**src/rtl/kpd_pkg.sv**
```systemverilog
`timescale 1ns / 1ps
// ----------------------------------------------------------------------------
// Keypad entry package
// Shared constants, item types and helpers for the keypad scanner with
// two-digit threshold entry.
// ----------------------------------------------------------------------------
package kpd_pkg;

	localparam int ROWS           = 4;
	localparam int COLUMNS        = 3;
	localparam int NUM_KEYS       = ROWS * COLUMNS;
	localparam int KEY_W          = $clog2(NUM_KEYS);
	localparam int LAST_DIGIT_KEY = 8;
	localparam int KEY_STAR       = 9;
	localparam int KEY_ZERO       = 10;
	localparam int KEY_HASH       = 11;
	localparam int DIGIT_W        = 4;
	localparam int THR_W          = 7;
	localparam int THR_RESET      = 30;
	localparam int QUEUE_DEPTH    = 2;
	localparam int QPTR_W         = $clog2(QUEUE_DEPTH);

	typedef enum logic {
		FUNC_SCAN = 1'b0,
		FUNC_TICK = 1'b1
	} func_t;

	typedef struct packed {
		func_t               func;
		logic [NUM_KEYS-1:0] scan_bits;
		logic                column_any;
	} key_item_t;

	typedef struct packed {
		logic             key_seen;
		logic [KEY_W-1:0] key_index;
		logic [THR_W-1:0] threshold_value;
		logic             threshold_loaded;
		logic             digit_pending;
		logic             key_held;
	} res_item_t;

	// Summary of one transaction as seen by the back end
	typedef struct packed {
		func_t              func;
		logic               column_any;
		logic               any_key;
		logic [KEY_W-1:0]   last_key;
		logic               star;
		logic               zero;
		logic               hash;
		logic [1:0]         dig_cnt;
		logic               dig_odd;
		logic [DIGIT_W-1:0] d1;
		logic [DIGIT_W-1:0] d2;
		logic [DIGIT_W-1:0] d3;
	} cls_t;

	function automatic logic [THR_W-1:0] mul10(input logic [DIGIT_W-1:0] d);
		logic [THR_W-1:0] x;
		x = THR_W'(d);
		return (x << 3) + (x << 1);
	endfunction

	function automatic logic [THR_W-1:0] join_digits(input logic [DIGIT_W-1:0] hi,
	                                                  input logic [DIGIT_W-1:0] lo);
		return mul10(hi) + THR_W'(lo);
	endfunction

endpackage

```
**src/rtl/kpd_front.sv**
```systemverilog
`timescale 1ns / 1ps
// ----------------------------------------------------------------------------
// Keypad front end
// Classifies a scan transaction: pressed digit keys among the digit rows,
// the last three of them, and the special keys.
// ----------------------------------------------------------------------------
module kpd_front (
	input  kpd_pkg::key_item_t item,
	output kpd_pkg::cls_t      cls
);
	import kpd_pkg::*;

	always_comb begin
		cls            = '0;
		cls.func       = item.func;
		cls.column_any = item.column_any;
		cls.any_key    = |item.scan_bits;
		cls.star       = item.scan_bits[KEY_STAR];
		cls.zero       = item.scan_bits[KEY_ZERO];
		cls.hash       = item.scan_bits[KEY_HASH];
		for (int i = 0; i < NUM_KEYS; i++) begin
			if (item.scan_bits[i]) begin
				cls.last_key = KEY_W'(i);
			end
		end
		for (int i = 0; i <= LAST_DIGIT_KEY; i++) begin
			if (item.scan_bits[i]) begin
				cls.d3      = cls.d2;
				cls.d2      = cls.d1;
				cls.d1      = DIGIT_W'(i + 1);
				cls.dig_odd = ~cls.dig_odd;
				if (cls.dig_cnt != 2'd3) begin
					cls.dig_cnt = cls.dig_cnt + 2'd1;
				end
			end
		end
	end

endmodule

```
**src/rtl/kpd_queue.sv**
```systemverilog
`timescale 1ns / 1ps
// ----------------------------------------------------------------------------
// Keypad transaction queue
// Short queue between front end and back end.
// ----------------------------------------------------------------------------
module kpd_queue (
	input  logic          clk,
	input  logic          arst_n,
	input  logic          push,
	input  kpd_pkg::cls_t wdata,
	output logic          full,
	input  logic          pop,
	output logic          nonempty,
	output kpd_pkg::cls_t rdata
);
	import kpd_pkg::*;

	cls_t              mem_q [QUEUE_DEPTH];
	logic [QPTR_W-1:0] wptr_q;
	logic [QPTR_W-1:0] rptr_q;
	logic [QPTR_W:0]   count_q;

	assign full     = (count_q == (QPTR_W+1)'(QUEUE_DEPTH));
	assign nonempty = (count_q != '0);
	assign rdata    = mem_q[rptr_q];

	always_ff @(posedge clk or negedge arst_n) begin
		if (!arst_n) begin
			wptr_q  <= '0;
			rptr_q  <= '0;
			count_q <= '0;
		end else begin
			if (push) begin
				wptr_q <= (wptr_q == QPTR_W'(QUEUE_DEPTH - 1)) ? '0 : wptr_q + QPTR_W'(1);
			end
			if (pop) begin
				rptr_q <= (rptr_q == QPTR_W'(QUEUE_DEPTH - 1)) ? '0 : rptr_q + QPTR_W'(1);
			end
			if (push && !pop) begin
				count_q <= count_q + (QPTR_W+1)'(1);
			end else if (pop && !push) begin
				count_q <= count_q - (QPTR_W+1)'(1);
			end
		end
	end

	always_ff @(posedge clk) begin
		if (push) begin
			mem_q[wptr_q] <= wdata;
		end
	end

endmodule

```
**src/rtl/kpd_back.sv**
```systemverilog
`timescale 1ns / 1ps
// ----------------------------------------------------------------------------
// Keypad back end
// Applies classified transactions to the entry state and registers results.
// ----------------------------------------------------------------------------
module kpd_back (
	input  logic                clk,
	input  logic                arst_n,
	input  logic                q_nonempty,
	input  kpd_pkg::cls_t       q_data,
	output logic                q_pop,
	output logic                res_valid,
	input  logic                res_stall,
	output kpd_pkg::res_item_t  res_item
);
	import kpd_pkg::*;

	logic               released_q;
	logic [DIGIT_W-1:0] first_q;
	logic               count_q;
	logic [THR_W-1:0]   thr_q;
	logic               valid_q;
	res_item_t          item_q;

	logic               released_d;
	logic [DIGIT_W-1:0] first_d;
	logic               count_d;
	logic [THR_W-1:0]   thr_d;
	logic               loaded_d;
	logic               apply;
	logic               len_zero;
	logic               len_one;
	logic               len_odd;
	logic [DIGIT_W-1:0] prev;
	logic [DIGIT_W-1:0] prev2;
	res_item_t          item_d;

	assign q_pop     = q_nonempty && (!valid_q || !res_stall);
	assign res_valid = valid_q;
	assign res_item  = item_q;

	assign apply    = (q_data.func == FUNC_SCAN) && released_q && q_data.any_key;
	assign len_zero = !count_q && (q_data.dig_cnt == 2'd0);
	assign len_one  = (!count_q && (q_data.dig_cnt == 2'd1))
	               || (count_q && (q_data.dig_cnt == 2'd0));
	assign len_odd  = count_q ^ q_data.dig_odd;
	assign prev     = (q_data.dig_cnt[1]) ? q_data.d2 : first_q;
	assign prev2    = (q_data.dig_cnt == 2'd3) ? q_data.d3 : first_q;

	always_comb begin
		released_d = released_q;
		first_d    = first_q;
		count_d    = count_q;
		thr_d      = thr_q;
		loaded_d   = 1'b0;
		if (apply) begin
			released_d = 1'b0;
			priority if (len_zero) begin
				first_d = first_q;
			end else if (len_one) begin
				count_d = 1'b1;
				first_d = count_q ? first_q : q_data.d1;
			end else if (len_odd) begin
				thr_d    = join_digits(prev2, prev);
				loaded_d = 1'b1;
				count_d  = 1'b1;
				first_d  = q_data.d1;
			end else begin
				thr_d    = join_digits(prev, q_data.d1);
				loaded_d = 1'b1;
				count_d  = 1'b0;
				first_d  = '0;
			end
			if (q_data.star) begin
				count_d = 1'b0;
				first_d = '0;
			end
			if (q_data.zero) begin
				if (count_d) begin
					thr_d    = join_digits(first_d, '0);
					loaded_d = 1'b1;
					count_d  = 1'b0;
				end else begin
					count_d = 1'b1;
				end
				first_d = '0;
			end
			if (q_data.hash) begin
				count_d = 1'b0;
				first_d = '0;
			end
		end else if (q_data.func == FUNC_TICK && !released_q && !q_data.column_any) begin
			released_d = 1'b1;
		end
	end

	always_comb begin
		item_d                  = '0;
		item_d.key_seen         = apply;
		item_d.key_index        = apply ? q_data.last_key : '0;
		item_d.threshold_value  = thr_d;
		item_d.threshold_loaded = loaded_d;
		item_d.digit_pending    = count_d;
		item_d.key_held         = !released_d;
	end

	always_ff @(posedge clk or negedge arst_n) begin
		if (!arst_n) begin
			released_q <= 1'b1;
			first_q    <= '0;
			count_q    <= 1'b0;
			thr_q      <= THR_W'(THR_RESET);
			valid_q    <= 1'b0;
		end else begin
			if (q_pop) begin
				released_q <= released_d;
				first_q    <= first_d;
				count_q    <= count_d;
				thr_q      <= thr_d;
			end
			if (q_pop) begin
				valid_q <= 1'b1;
			end else if (!res_stall) begin
				valid_q <= 1'b0;
			end
		end
	end

	always_ff @(posedge clk) begin
		if (q_pop) begin
			item_q <= item_d;
		end
	end

endmodule

```
**src/rtl/keypad_scan_two_digit_entry_top.sv**
```systemverilog
`timescale 1ns / 1ps
// ----------------------------------------------------------------------------
// Keypad scanner with two-digit threshold entry
// Takes scan transactions and release-check ticks; returns one result per
// transaction with the accepted key and the current threshold.
//
// Input channel key_valid / key_stall / key_item: one transaction per
// cycle while key_stall is low. func selects a scan (scan_bits used) or
// a release-check tick (column_any used). Output channel res_valid /
// res_stall / res_item: one result per transaction, in order.
// An accepted transaction is written into the queue and then, when the
// back end pops it, into the output register that drives res_item.
// The back end pops one transaction per cycle while res_stall is low or
// its output register is empty; the front end is combinational and
// classifies the transaction in the same cycle it is accepted.
// A two-entry queue sits between front and back end. While the receiver
// stalls, the output register holds its result and the queue fills;
// key_stall rises once the queue is full.
// Reset: the keypad counts as released, no digit is pending and the
// threshold is 30.
// ----------------------------------------------------------------------------
module keypad_scan_two_digit_entry_top (
	input  logic               clk,
	input  logic               arst_n,
	input  logic               key_valid,
	output logic               key_stall,
	input  kpd_pkg::key_item_t key_item,
	output logic               res_valid,
	input  logic               res_stall,
	output kpd_pkg::res_item_t res_item
);
	import kpd_pkg::*;

	cls_t cls;
	cls_t q_data;
	logic q_full;
	logic q_nonempty;
	logic q_pop;

	assign key_stall = q_full;

	kpd_front u_front (
		.item (key_item),
		.cls  (cls)
	);

	kpd_queue u_queue (
		.clk      (clk),
		.arst_n   (arst_n),
		.push     (key_valid && !q_full),
		.wdata    (cls),
		.full     (q_full),
		.pop      (q_pop),
		.nonempty (q_nonempty),
		.rdata    (q_data)
	);

	kpd_back u_back (
		.clk        (clk),
		.arst_n     (arst_n),
		.q_nonempty (q_nonempty),
		.q_data     (q_data),
		.q_pop      (q_pop),
		.res_valid  (res_valid),
		.res_stall  (res_stall),
		.res_item   (res_item)
	);

endmodule

```
**config.mk**
```make
export PLATFORM = sky130hd
export DESIGN_NAME = keypad_scan_two_digit_entry_top
export DESIGN_NICKNAME = d
export VERILOG_FILES = /design/src/rtl/kpd_pkg.sv /design/src/rtl/kpd_front.sv /design/src/rtl/kpd_queue.sv /design/src/rtl/kpd_back.sv /design/src/rtl/keypad_scan_two_digit_entry_top.sv
export SDC_FILE = /design/constraint.sdc
export NUM_CORES = 1
export LEC_CHECK = 0
export BUFFER_PORTS_ARGS = -buffer_cell sky130_fd_sc_hd__buf_2
export CORE_MARGIN = 2
export CORE_UTILIZATION = 55
export DETAILED_ROUTE_END_ITERATION = 7
export PLACE_DENSITY = 0.84
export SYNTH_ARGS = -nofsm -noshare
export SYNTH_HDL_FRONTEND = slang
export SYNTH_SLANG_ARGS = --single-unit
```
**constraint.sdc**
```tcl
create_clock -name clk -period 3.4 [get_ports clk]
set_input_delay 0.51 -clock clk [delete_from_list [all_inputs] [get_ports clk]]
set_output_delay 0.51 -clock clk [all_outputs]
set_load 0.1 [all_outputs]
```
==> metrics.md <==
| Metric | Value |
|---|---|
| Sum of negative setup slack | `0 ns` |
| Internal power | `2860 µW` |
| Sw Pwr | `2730 µW` |
| Die height | `98.7 µm` |
| Yosys reg bits | `81` |
| Crit Path Class | `register to register` |
| Share of layout cells above drive strength 1 | `21.3%` |
| Peak VDD IR | `0.000536 V` |
| Vias | `3790` |
| Buf/Inv on CP | `2` |
| Post-Syn Instances | `466` |
| Clock Sinks | `81` |
| Ys flop type | `edfxtp_1` |
| Synth Area in Simple Gates | `13.2%` |
| Crit-path slowest cell | `fa_1` |
| Yosys Warn Count | `0` |
| Filler cells | `668` |
| Worst skew pair latency | `0.36 ns` |
| Cell Pwr Density | `1020 nW/µm²` |
| Sw Ratio | `48.8%` |
| CTS Buf Count | `9` |
| Die area | `9750 µm²` |
| WP data required | `3.59 ns` |
| # rows | `34` |
| Final net count | `548` |
| N_diodes | `0` |
| Placed insts | `600` |
| Wire length on met1 | `4530 µm` |
| Multi-input combinational cell area | `2380 µm²` |
| Mux cell area share after synthesis | `5.63%` |
| Syn Nets | `508` |
| # IOs | `35` |
| Total detailed-routing wirelength | `10600 µm` |
| Status | `finished, final reports clean` |
| Max-slew violation count | `0` |
| Worst-path fanout max | `7` |
| Antenna-violating nets left | `0` |
| DR iter-0 viols | `235` |
| Worst EP arrival | `3.43 ns` |
| Die X | `98.7 µm` |
| Initial Util | `56.6%` |
| # setup viols final | `0` |
| Max Cap Viol | `0` |
| Vias per cell | `6.12` |
| Total global routing overflow | `0` |
| LEAKAGE | `0.00220 µW` |
| Clock Path Buffers | `2` |
| Avg WL per Cell | `17.1 µm` |
| Clk pwr share | `11.8%` |
| Root buffer cell | `clkbuf_8` |
| Core footprint | `8720 µm²` |
| H-tree depth | `3` |
| Synth cell types | `75` |
| FF/Latch Area | `2350 µm²` |
| Post-synth EDFFs | `63` |
| Adder-cell share of the synthesized area | `7.10%` |
| Post-synthesis sequential area ratio | `47.6%` |
| Combinational Power Share | `58.5%` |
| Flop pwr share | `29.7%` |
| Worst path most repeated cell | `fa_1` |
| Area grow syn2layout | `10.6%` |
| 1st-pass router iterations | `7` |
| Asr flop ratio synth | `22.2%` |
| CP max stage delay | `0.60 ns` |
| Post-Synth XOR/XNOR Area | `4.23%` |
| Crit-path cells | `buf_4 -> o211ai_1 -> o21ai_1 -> fa_1 -> inv_1 -> fa_1 -> nor2b_1 -> o21ai_0 -> nor3b_2 -> nor3_2 -> a311oi_2 -> a211oi_1` |
| DRC viols | `0` |
| Final hold vios | `0` |
| Pin count of the biggest net entering global routing | `25` |
| Clock skew | `0.0133 ns` |
| First-pass GRT wire length | `17300 µm` |
| Avg Cell Area, Syn | `10.6 µm²` |
| Gpl congestion | `0.981` |
| Post-layout min period | `3.24 ns` |
| Initial antenna violation count | `0` |
| Post-synthesis compound-gate area fraction | `17.6%` |
| Mapped Area | `4930 µm²` |
| Min-Delay Path Class | `input port to async pin` |
| TritonCTS clock tree | `yes` |
| Vias in the first global route | `3648` |
| Startpoint types | `register` |
| Fin cells | `619` |
| Slew HR | `27.6%` |
| IO buf count | `34` |
| Metal3 WL | `552 µm` |
| Global Route Usage Sum | `22.1%` |
| Fin crit share | `95.4%` |
| CP delay by family, top | `adder cells` |
| Hold_buf cts | `0` |
| Top layer in use | `met4` |
| Worst slew pin tran | `1.09 ns` |
| Worst Setup End Kind | `register` |
| Worst-path clk slew | `0.10 ns` |
| Dpl hpwl | `7660 µm` |
| Max Freq | `0.308 GHz` |
| Largest family of logic cells by synthesized area | `compound AO/OA/AOI/OAI gates` |
| Met2 WL | `5260 µm` |
==> cells by family after synthesis <==
group                      after synthesis
AOI/OAI and AO/OA                      126
xor gates and xnor gates                23
adders and majority gates               26
buffers and inverters                   48
DFF                                     81
muxes                                   27
and+or+nand+nor                        135
==> layer usage <==
metal	vias up	GRT usage, %
met2	149	37.6
li1	1797	-
met1	1818	28.5
met4	0	6.95
met3	26	4.89
met5	-	0
==> power by group through the flow <==
stage | registers, µW | clock network, µW | logic [µW]
6_report | 1660 | 661 | 3270
5_1_grt | 1690 | 708 | 3580
2_1_floorplan | 2300 | 0 | 1900
3_3_place_gp | 1660 | 0 | 3080
3_5_place_dp | 1670 | 0 | 3170
4_1_cts | 1650 | 669 | 3200
==> final cells by class <==
cell class	count	area share, %
Multi-Input combinational cell	337	43.6
Clock inverter	7	1.12
Clock buffer	9	2.27
Inverter	25	1.72
Sequential cell	81	43.1
Timing Repair Buffer	52	5.73
Tap cell	108	2.48
==> metrics by stage <==
stage | hold slack (ns) | cell area (µm²) | utilization, % | setup slack, ns | power (µW)
3_3_place_gp | 0.464 | 5220 | 59.8 | 0.189 | 4740
2_1_floorplan | 0.214 | 4940 | - | 0.0393 | 4200
3_5_place_dp | 0.467 | 5220 | 59.8 | 0.103 | 4840
4_1_cts | 0.0803 | 5400 | 62.0 | 0.0609 | 5520
5_1_grt | 0.0988 | 5460 | 62.6 | -0.0883 | 5970
6_report | 0.0782 | 5460 | 62.6 | 0.156 | 5590
==> cells in the final DEF (no fill, tap or decap), types with 12 or more instances in the layout <==
cell type	n
ha_1	20
nor2_1	41
a21oi_1	27
xnor2_1	15
o21ai_0	19
buf_4	16
buf_2	34
inv_1	24
mux2i_1	20
dfrtp_1	12
nand2_1	39
edfxtp_1	63
==> registers in the layout, summed over array words and instances (netlist names) <==
register / count
u_queue.mem_q: 48
u_back.count_q: 1
u_back.first_q: 4
u_queue.wptr_q: 1
u_back.thr_q: 7
u_queue.rptr_q: 1
u_back.res_valid: 1
u_back.released_q: 1
u_back.res_item: 15
u_queue.count_q: 2
==> worst paths after layout <==
check,start,to,slack [ns],cells past startpoint
max,u_queue.mem_q[1][14],u_back.res_item[9],0.16,12
min,arst_n,u_back.first_q[2],0.08,1
max reg2reg,u_queue.mem_q[1][14],u_back.res_item[9],0.16,12
min reg2reg,u_back.thr_q[2],u_back.thr_q[2],0.48,2
max in group asynchronous,arst_n,u_back.released_q,2.98,1
min in group clk,key_item[0],u_queue.mem_q[0][23],0.34,1
==> Yosys cell counts (all sizes together) (10+ instances only) <==
| library cell | instances | area, µm² |
|---|---|---|
| edfxtp | 63 | 1890 |
| nor2 | 42 | 158 |
| nand2 | 39 | 146 |
| a21oi | 28 | 144 |
| o21ai | 28 | 144 |
| inv | 25 | 93.8 |
| mux2i | 21 | 210 |
| ha | 20 | 250 |
| xnor2 | 15 | 131 |
| buf | 14 | 103 |
| dfrtp | 13 | 325 |
| a211oi | 10 | 80.1 |
| nor3 | 10 | 50.1 |
==> worst reg2reg max path, stage by stage (launching register included) <==
cell      delay, ns
edfxtp_1       0.48
buf_4          0.18
o211ai_1       0.20
o21ai_1        0.20
fa_1           0.60
inv_1          0.07
fa_1           0.45
nor2b_1        0.12
o21ai_0        0.09
nor3b_2        0.17
nor3_2         0.24
a311oi_2       0.07
a211oi_1       0.21
==> what timing repair did <==
action                                  in CTS  in global routing
resized for setup                            0                 11
setup buffers                                0                  3
endpoints found under the setup margin       0                  4
No activity file was read; power rests on OpenSTA's default activity.
